### src/mbrf_pkg.sv
`default_nettype none
package mbrf_pkg;

    localparam int FRAME_LEN = 8;
    localparam int HDR_LEN   = 6;

    localparam logic [2:0] CMD_RD_COILS    = 3'd0;
    localparam logic [2:0] CMD_RD_DISCRETE = 3'd1;
    localparam logic [2:0] CMD_RD_HOLDING  = 3'd2;
    localparam logic [2:0] CMD_RD_INPUT    = 3'd3;
    localparam logic [2:0] CMD_WR_COIL     = 3'd4;
    localparam logic [2:0] CMD_WR_REG      = 3'd5;

    localparam logic [15:0] CRC_INIT      = 16'hFFFF;
    localparam logic [15:0] CRC_POLY      = 16'hA001;
    localparam logic [15:0] COIL_ON_VALUE = 16'hFF00;

    localparam logic [17:0] REPLY_COIL_BASE = 18'd6;
    localparam logic [17:0] REPLY_REG_BASE  = 18'd5;
    localparam logic [17:0] REPLY_WRITE     = 18'd8;

    localparam logic [2:0] POS_CRC_LO = 3'd6;
    localparam logic [2:0] POS_CRC_HI = 3'd7;

    typedef struct packed {
        logic [HDR_LEN-1:0][7:0] hdr;
        logic [15:0]             crc;
        logic [17:0]             reply;
        logic                    rejected;
    } frame_t;

    // one byte of crc-16/modbus, lsb first
    function automatic logic [15:0] crc_byte(input logic [15:0] crc_in,
                                             input logic [7:0]  data);
        logic [15:0] c;
        c = crc_in ^ {8'h00, data};
        for (int b = 0; b < 8; b++) begin
            c = c[0] ? ((c >> 1) ^ CRC_POLY) : (c >> 1);
        end
        return c;
    endfunction

endpackage
`default_nettype wire

### src/mbrf_if.sv
`default_nettype none
interface mbrf_req_if;
    logic        valid;
    logic        ready;
    logic [2:0]  cmd;
    logic [7:0]  slave_id;
    logic [15:0] start_address;
    logic [15:0] quantity_or_value;
    logic        coil_on;

    modport source (output valid, cmd, slave_id, start_address, quantity_or_value, coil_on,
                    input ready);
    modport sink (input valid, cmd, slave_id, start_address, quantity_or_value, coil_on,
                  output ready);
endinterface

interface mbrf_byte_if;
    logic        valid;
    logic        ready;
    logic [7:0]  frame_byte;
    logic        last_byte;
    logic        rejected;
    logic [17:0] expected_reply_length;

    modport source (output valid, frame_byte, last_byte, rejected, expected_reply_length,
                    input ready);
    modport sink (input valid, frame_byte, last_byte, rejected, expected_reply_length,
                  output ready);
endinterface
`default_nettype wire

### src/mbrf_decode.sv
`default_nettype none
module mbrf_decode (
    input  wire logic           clk,
    input  wire logic           rst_n,
    mbrf_req_if.sink            req,
    output logic                out_valid,
    input  wire logic           out_ready,
    output mbrf_pkg::frame_t    out_frame
);

    logic              valid_reg;
    mbrf_pkg::frame_t  frame_reg;
    mbrf_pkg::frame_t  frame_next;
    logic [15:0]       data;

    assign req.ready = !valid_reg || out_ready;

    always_comb
    begin
        data = req.quantity_or_value;
        frame_next.reply = '0;
        frame_next.rejected = 1'b0;
        case (req.cmd)
            mbrf_pkg::CMD_RD_COILS, mbrf_pkg::CMD_RD_DISCRETE:
            begin
                frame_next.reply = mbrf_pkg::REPLY_COIL_BASE
                                   + {5'd0, req.quantity_or_value[15:3]};
            end
            mbrf_pkg::CMD_RD_HOLDING, mbrf_pkg::CMD_RD_INPUT:
            begin
                frame_next.reply = mbrf_pkg::REPLY_REG_BASE
                                   + {1'b0, req.quantity_or_value, 1'b0};
            end
            mbrf_pkg::CMD_WR_COIL:
            begin
                data = req.coil_on ? mbrf_pkg::COIL_ON_VALUE : 16'h0000;
                frame_next.reply = mbrf_pkg::REPLY_WRITE;
            end
            mbrf_pkg::CMD_WR_REG:
            begin
                frame_next.reply = mbrf_pkg::REPLY_WRITE;
            end
            default:
            begin
                frame_next.rejected = 1'b1;
            end
        endcase
        frame_next.hdr[0] = req.slave_id;
        frame_next.hdr[1] = {5'd0, req.cmd} + 8'd1;
        frame_next.hdr[2] = req.start_address[15:8];
        frame_next.hdr[3] = req.start_address[7:0];
        frame_next.hdr[4] = data[15:8];
        frame_next.hdr[5] = data[7:0];
        frame_next.crc    = mbrf_pkg::CRC_INIT;
    end

    always_ff @(posedge clk or negedge rst_n)
    begin
        if (!rst_n)
        begin
            valid_reg <= 1'b0;
        end
        else if (req.ready)
        begin
            valid_reg <= req.valid;
        end
    end

    always_ff @(posedge clk)
    begin
        if (req.valid && req.ready)
        begin
            frame_reg <= frame_next;
        end
    end

    assign out_valid = valid_reg;
    assign out_frame = frame_reg;

endmodule
`default_nettype wire

### src/mbrf_crc_stage.sv
`default_nettype none
module mbrf_crc_stage (
    input  wire logic              clk,
    input  wire logic              rst_n,
    input  wire logic              in_valid,
    output logic                   in_ready,
    input  wire mbrf_pkg::frame_t  in_frame,
    input  wire logic [7:0]        in_byte,
    output logic                   out_valid,
    input  wire logic              out_ready,
    output mbrf_pkg::frame_t       out_frame
);

    logic              valid_reg;
    mbrf_pkg::frame_t  frame_reg;
    mbrf_pkg::frame_t  frame_next;

    assign in_ready = !valid_reg || out_ready;

    always_comb
    begin
        frame_next     = in_frame;
        frame_next.crc = mbrf_pkg::crc_byte(in_frame.crc, in_byte);
    end

    always_ff @(posedge clk or negedge rst_n)
    begin
        if (!rst_n)
        begin
            valid_reg <= 1'b0;
        end
        else if (in_ready)
        begin
            valid_reg <= in_valid;
        end
    end

    always_ff @(posedge clk)
    begin
        if (in_valid && in_ready)
        begin
            frame_reg <= frame_next;
        end
    end

    assign out_valid = valid_reg;
    assign out_frame = frame_reg;

endmodule
`default_nettype wire

### src/mbrf_serializer.sv
`default_nettype none
module mbrf_serializer (
    input  wire logic              clk,
    input  wire logic              rst_n,
    input  wire logic              in_valid,
    output logic                   in_ready,
    input  wire mbrf_pkg::frame_t  in_frame,
    mbrf_byte_if.source            rsp
);

    logic              valid_reg;
    logic [2:0]        cnt_reg;
    logic [2:0]        cnt_next;
    mbrf_pkg::frame_t  frame_reg;
    logic              last;
    logic              take;

    assign last     = frame_reg.rejected || (cnt_reg == mbrf_pkg::POS_CRC_HI);
    assign take     = rsp.valid && rsp.ready;
    // next frame loads as the final byte of the current one leaves
    assign in_ready = !valid_reg || (take && last);
    assign cnt_next = in_ready ? 3'd0 : (take ? cnt_reg + 3'd1 : cnt_reg);

    always_ff @(posedge clk or negedge rst_n)
    begin
        if (!rst_n)
        begin
            valid_reg <= 1'b0;
            cnt_reg   <= '0;
        end
        else
        begin
            if (in_ready)
            begin
                valid_reg <= in_valid;
            end
            cnt_reg <= cnt_next;
        end
    end

    always_ff @(posedge clk)
    begin
        if (in_valid && in_ready)
        begin
            frame_reg <= in_frame;
        end
    end

    always_comb
    begin
        case (cnt_reg)
            3'd0:                 rsp.frame_byte = frame_reg.hdr[0];
            3'd1:                 rsp.frame_byte = frame_reg.hdr[1];
            3'd2:                 rsp.frame_byte = frame_reg.hdr[2];
            3'd3:                 rsp.frame_byte = frame_reg.hdr[3];
            3'd4:                 rsp.frame_byte = frame_reg.hdr[4];
            3'd5:                 rsp.frame_byte = frame_reg.hdr[5];
            mbrf_pkg::POS_CRC_LO: rsp.frame_byte = frame_reg.crc[7:0];
            default:              rsp.frame_byte = frame_reg.crc[15:8];
        endcase
        if (frame_reg.rejected)
        begin
            rsp.frame_byte = 8'h00;
        end
    end

    assign rsp.valid                 = valid_reg;
    assign rsp.last_byte             = last;
    assign rsp.rejected              = frame_reg.rejected;
    assign rsp.expected_reply_length = frame_reg.reply;

endmodule
`default_nettype wire

### src/modbus_rtu_request_framer_unit.sv
// the first frame byte is valid once the request has passed the decode, crc and serializer registers
// throughput: one byte per cycle while rsp.ready is high; a full request is eight bytes, rejected ones go one per cycle
// the crc is built one byte per stage over six stages after a decode stage
// asynchronous active-low reset clears only the valid bits and the byte counter
`default_nettype none
module modbus_rtu_request_framer_unit (
    input  wire logic     clk,
    input  wire logic     rst_n,
    mbrf_req_if.sink      req,
    mbrf_byte_if.source   rsp
);

    localparam int NSTG = mbrf_pkg::HDR_LEN;

    mbrf_pkg::frame_t  stg_frame [0:NSTG];
    logic              stg_valid [0:NSTG];
    logic              stg_ready [0:NSTG];

    mbrf_decode u_decode (
        .clk       (clk),
        .rst_n     (rst_n),
        .req       (req),
        .out_valid (stg_valid[0]),
        .out_ready (stg_ready[0]),
        .out_frame (stg_frame[0])
    );

    for (genvar i = 0; i < NSTG; i++)
    begin : g_crc
        mbrf_crc_stage u_crc (
            .clk       (clk),
            .rst_n     (rst_n),
            .in_valid  (stg_valid[i]),
            .in_ready  (stg_ready[i]),
            .in_frame  (stg_frame[i]),
            .in_byte   (stg_frame[i].hdr[i]),
            .out_valid (stg_valid[i+1]),
            .out_ready (stg_ready[i+1]),
            .out_frame (stg_frame[i+1])
        );
    end

    mbrf_serializer u_ser (
        .clk      (clk),
        .rst_n    (rst_n),
        .in_valid (stg_valid[NSTG]),
        .in_ready (stg_ready[NSTG]),
        .in_frame (stg_frame[NSTG]),
        .rsp      (rsp)
    );

    a_reject_clean: assert property (@(posedge clk) disable iff (!rst_n)
        rsp.valid && rsp.rejected |->
            rsp.frame_byte == 8'h00 && rsp.expected_reply_length == 18'd0 && rsp.last_byte)
        else $error("rejected request carries frame data");

    a_frame_continues: assert property (@(posedge clk) disable iff (!rst_n)
        rsp.valid && rsp.ready && !rsp.last_byte |=> rsp.valid && !rsp.rejected)
        else $error("frame broken before its last byte");

    a_reply_steady: assert property (@(posedge clk) disable iff (!rst_n)
        rsp.valid && rsp.ready && !rsp.last_byte |=> $stable(rsp.expected_reply_length))
        else $error("reply length changed inside a frame");

endmodule
`default_nettype wire

### src/flat_wrapper.sv
// flat-port wrapper written by rule: the top's interface ports become plain ports
module modbus_rtu_request_framer_unit_flat 
  (clk, rst_n, req_valid, req_cmd, req_slave_id, req_start_address, req_quantity_or_value, req_coil_on, req_ready, rsp_valid, rsp_frame_byte, rsp_last_byte, rsp_rejected, rsp_expected_reply_length, rsp_ready);
  mbrf_req_if req_i ();
  mbrf_byte_if rsp_i ();
  input  wire logic clk;
  input  wire logic rst_n;
  input wire logic [$bits(req_i.valid)-1:0] req_valid;
  input wire logic [$bits(req_i.cmd)-1:0] req_cmd;
  input wire logic [$bits(req_i.slave_id)-1:0] req_slave_id;
  input wire logic [$bits(req_i.start_address)-1:0] req_start_address;
  input wire logic [$bits(req_i.quantity_or_value)-1:0] req_quantity_or_value;
  input wire logic [$bits(req_i.coil_on)-1:0] req_coil_on;
  output wire logic [$bits(req_i.ready)-1:0] req_ready;
  output wire logic [$bits(rsp_i.valid)-1:0] rsp_valid;
  output wire logic [$bits(rsp_i.frame_byte)-1:0] rsp_frame_byte;
  output wire logic [$bits(rsp_i.last_byte)-1:0] rsp_last_byte;
  output wire logic [$bits(rsp_i.rejected)-1:0] rsp_rejected;
  output wire logic [$bits(rsp_i.expected_reply_length)-1:0] rsp_expected_reply_length;
  input wire logic [$bits(rsp_i.ready)-1:0] rsp_ready;
  assign req_i.valid = req_valid;
  assign req_i.cmd = req_cmd;
  assign req_i.slave_id = req_slave_id;
  assign req_i.start_address = req_start_address;
  assign req_i.quantity_or_value = req_quantity_or_value;
  assign req_i.coil_on = req_coil_on;
  assign req_ready = req_i.ready;
  assign rsp_valid = rsp_i.valid;
  assign rsp_frame_byte = rsp_i.frame_byte;
  assign rsp_last_byte = rsp_i.last_byte;
  assign rsp_rejected = rsp_i.rejected;
  assign rsp_expected_reply_length = rsp_i.expected_reply_length;
  assign rsp_i.ready = rsp_ready;
  modbus_rtu_request_framer_unit u_core (.clk(clk), .rst_n(rst_n), .req(req_i), .rsp(rsp_i));
endmodule
### config.mk
export PLATFORM = sky130hd
export DESIGN_NAME = modbus_rtu_request_framer_unit_flat
export DESIGN_NICKNAME = d
export VERILOG_FILES = /design/src/mbrf_pkg.sv /design/src/mbrf_if.sv /design/src/mbrf_decode.sv /design/src/mbrf_crc_stage.sv /design/src/mbrf_serializer.sv /design/src/modbus_rtu_request_framer_unit.sv /design/src/flat_wrapper.sv
export SDC_FILE = /design/constraint.sdc
export NUM_CORES = 1
export LEC_CHECK = 0
export BUFFER_PORTS_ARGS = -buffer_cell sky130_fd_sc_hd__buf_2
export CAP_MARGIN = 20
export CORE_AREA = 2 2 215 259
export CTS_BUF_LIST = sky130_fd_sc_hd__clkbuf_16
export DETAILED_ROUTE_END_ITERATION = 16
export DIE_AREA = 0 0 217 261
export PLACE_DENSITY = 0.6
export SLEW_MARGIN = 20
export SYNTH_ARGS = -nofsm -noshare
export SYNTH_HDL_FRONTEND = slang
export SYNTH_SLANG_ARGS = --single-unit
### constraint.sdc
create_clock -name clk -period 16.4 [get_ports clk]
set_input_delay 0.82 -clock clk [delete_from_list [all_inputs] [get_ports clk]]
set_output_delay 0.82 -clock clk [all_outputs]
set_load 0.03 [all_outputs]
==> insert_results.sql <==
INSERT INTO impl_metrics (metric_group, metric, value, unit) VALUES
('synth', 'compound_gate_fraction_of_synth_area', '0.02493', ''),
('floorplanning', 'effective_utilization_at_floorplan', '0.3935', ''),
('clock_network', 'postCtsResizedCells', '0', ''),
('cells_and_area', 'fin_nets', '1152', ''),
('synth', 'synth_ff_type', 'sky130_fd_sc_hd__edfxtp_1', ''),
('cells_and_area', 'area_of_the_multi_input_gates', '2619', 'um^2'),
('floorplanning', 'die_area', '56640', 'um^2'),
('worst_setup_path', 'worstPathArrival', '3.38', 'ns'),
('grt', 'grt_pass1_vias', '8552', ''),
('power_and_ir_drop', 'worst_supply_voltage_drop_on_vdd', '0.07085', 'mV'),
('synth', 'yosys-top-cells-count', 'sky130_fd_sc_hd__edfxtp_1 (608), sky130_fd_sc_hd__xnor2_1 (73), sky130_fd_sc_hd__xor2_1 (35), sky130_fd_sc_hd__nor2_1 (20), sky130_fd_sc_hd__buf_4 (18)', ''),
('clock_network', 'htree_num_levels', '2', ''),
('worst_setup_path', 'worst_ep_required_time', '15.58', 'ns'),
('grt', 'gr-total-overflow', '0', ''),
('sta', 'timing.clock.skew', '0.02348', 'ns'),
('power_and_ir_drop', 'power.total', '0.003424', 'W'),
('placement', 'io_buffers', '77', ''),
('grt', 'number_of_antenna_violations_at_the_first_check_in_global_routing', '0', ''),
('power_and_ir_drop', 'intPower', '0.002720', 'W'),
('power_and_ir_drop', 'power.combinational.fraction', '0.075', ''),
('power_and_ir_drop', 'seq_power_share', '0.560', ''),
('cells_and_area', 'fillCellCount', '4594', ''),
('sta', 'post-route-min-period', '4.199', 'ns'),
('detailed_routing', 'route.detailed.drc', '0', ''),
('floorplanning', 'die_width', '217', 'um'),
('sta', 'worst_slew_pin_slew', '1.055', 'ns'),
('power_and_ir_drop', 'clkPwrFrac', '0.365', ''),
('synth', 'yosys.area_share.adder', '0.006438', ''),
('placement', 'hpwlAfterDp', '20500', 'um'),
('status', 'outcome', 'finished clean', ''),
('synth', 'synth_seq_area_share', '0.8669', ''),
('synth', 'synth_largest_area_cell', 'sky130_fd_sc_hd__edfxtp_1', ''),
('grt', 'maximum_number_of_pins_on_one_net_before_global_route_repair', '80', ''),
('power_and_ir_drop', 'power_per_cell_area', '140.6', 'nW/um^2'),
('synth', 'post_synth_num_cell_types', '48', ''),
('synth', 'synth_top_family_by_area', 'XOR/XNOR gates', ''),
('sta', 'report.final.slew_viol_count', '0', ''),
('cells_and_area', 'diodes', '0', ''),
('hold_path', 'hp-class', 'in2async', ''),
('detailed_routing', 'via_count', '8417', ''),
('clock_network', 'ctsHoldBuffers', '0', ''),
('synth', 'avgSynthCellArea', '21.60', 'um^2'),
('clock_network', 'cts_buffers', '55', ''),
('clock_network', 'worst_setup_hold_path_clk_slew', '0.06', 'ns'),
('sta', 'slew_headroom', '0.2964', ''),
('sta', 'grt_setup_unrepaired', 'false', ''),
('synth', 'ys_ff_latch', '619', ''),
('clock_network', 'cts_tree', 'yes', ''),
('clock_network', 'tritoncts_num_sinks', '619', ''),
('sta', 'timing.fmax', '238.1', 'MHz'),
('synth', 'yosys_warnings', '0', ''),
('power_and_ir_drop', 'power_switching', '0.0007034', 'W'),
('power_and_ir_drop', 'power_leakage', '8.160', 'nW'),
('synth', 'synth_simple_gate_area_share', '0.02388', ''),
('synth', 'synth_mux_area_frac', '0.006789', ''),
('worst_setup_path', 'cp-start-kind', 'flip-flop', ''),
('detailed_routing', 'vias_per_cell', '4.535', ''),
('placement', 'place_congestion', '0.8440', ''),
('synth', 'synth_enable_flop_cells', '608', ''),
('cells_and_area', 'largest_register_ffs', '466', ''),
('worst_setup_path', 'worstPathMaxFanout', '22', ''),
('synth', 'most_repeated_cell_in_the_gate_level_netlist_after_synthesis', 'sky130_fd_sc_hd__edfxtp_1', ''),
('clock_network', 'clk_latency', '0.58', 'ns'),
('synth', 'netlist_instances', '990', ''),
('cells_and_area', 'regArea', '18530', 'um^2'),
('floorplanning', 'chip_height', '261', 'um'),
('grt', 'globalRouteTotalUtil', '0.1122', ''),
('power_and_ir_drop', 'sw_frac_of_total', '0.2054', ''),
('worst_setup_path', 'r2r_cells', '6', ''),
('detailed_routing', 'route.final.wire_length', '31580', 'um'),
('detailed_routing', 'route.antenna.remaining_nets', '0', '');
==> cells by family (layout without fill, tap and decap cells) <==
group / count (synthesis) / in the layout
DFF: 619 / 619
muxes: 13 / 13
adders and majority gates: 11 / 11
xor gates and xnor gates: 122 / 122
and+or+nand+nor: 98 / 98
buffers and inverters: 53 / 199
AOI/OAI and AO/OA: 74 / 74
==> layout make-up <==
type	instances	share of cell area
Timing Repair Buffer	83	0.01819
Tap cell	720	0.03700
Multi-Input combinational cell	318	0.1075
Clock buffer	56	0.05755
Sequential cell	619	0.7611
Clock inverter	44	0.01613
Inverter	16	0.002466
==> power groups by stage <==
stage / logic, W / clock network [W] / registers, W
2_1_floorplan: 0.000203 / 0 / 0.00194
3_3_place_gp: 0.000256 / 0 / 0.00195
3_5_place_dp: 0.000263 / 0 / 0.00195
4_1_cts: 0.000264 / 0.00128 / 0.00192
5_1_grt: 0.000283 / 0.00134 / 0.00193
6_report: 0.000258 / 0.00125 / 0.00192
==> critical path, stage by stage, from the launching register on <==
cell and delay (ns):
sky130_fd_sc_hd__dfrtp_1 0.67, sky130_fd_sc_hd__ha_1 0.37, sky130_fd_sc_hd__o21ai_0 0.61, sky130_fd_sc_hd__nand4_1 0.34
sky130_fd_sc_hd__nor2_1 0.51, sky130_fd_sc_hd__nand2_1 0.11, sky130_fd_sc_hd__buf_2 0.20
==> final timing paths <==
kind                                                startpoint                                   to  slack, ns
setup / recovery                       u_core.u_ser.cnt_reg[2]                            req_ready      12.20
hold / removal                                           rst_n            u_core.u_decode.out_valid       0.12
setup reg to reg                       u_core.u_ser.cnt_reg[2]        u_core.u_decode.out_frame[54]      13.01
hold reg to reg            u_core.g_crc[0].u_crc.out_frame[16]  u_core.g_crc[1].u_crc.out_frame[16]       0.41
max in group asynchronous                                rst_n              u_core.u_ser.cnt_reg[2]      16.04
min in group clk           u_core.g_crc[0].u_crc.out_frame[16]  u_core.g_crc[1].u_crc.out_frame[16]       0.41
==> cells in the final DEF (no fill, tap or decap), drive strengths merged, types with 8 or more instances in the layout <==
cell type and instances:
and2 14, nor3 15, clkbuf 56, mux2 12, xnor2 77, xor2 35, inv 30, dfrtp 11
nor2 20, nand2 10, a21oi 11, nand3 9, edfxtp 608, nor4 8, clkinv 18, buf 83
ha 11, a211oi 14, a21o 10
==> layer usage <==
layer  share of wire  track usage  vias to the layer above
li1                -            -                     4020
met5               0            0                        -
met3           0.040      0.02044                       68
met4           0.035      0.04852                        0
met1            0.40       0.1309                     4127
met2            0.53       0.2032                      202
==> metrics by stage <==
stage	util	worst slack [ns]	hold slack [ns]	instances	cell area (um^2)
CTS	0.4476	11.96	0.09833	1855	24320
global placement	0.4146	12.82	0.4008	1755	22530
floorplan	-	9.906	0.4003	990	21380
global route	0.4481	11.91	0.1277	1856	24350
finish	0.4481	12.20	0.1214	1856	24350
detailed placement	0.4146	12.61	0.4045	1755	22530
(Power assumes the default switching activity.)
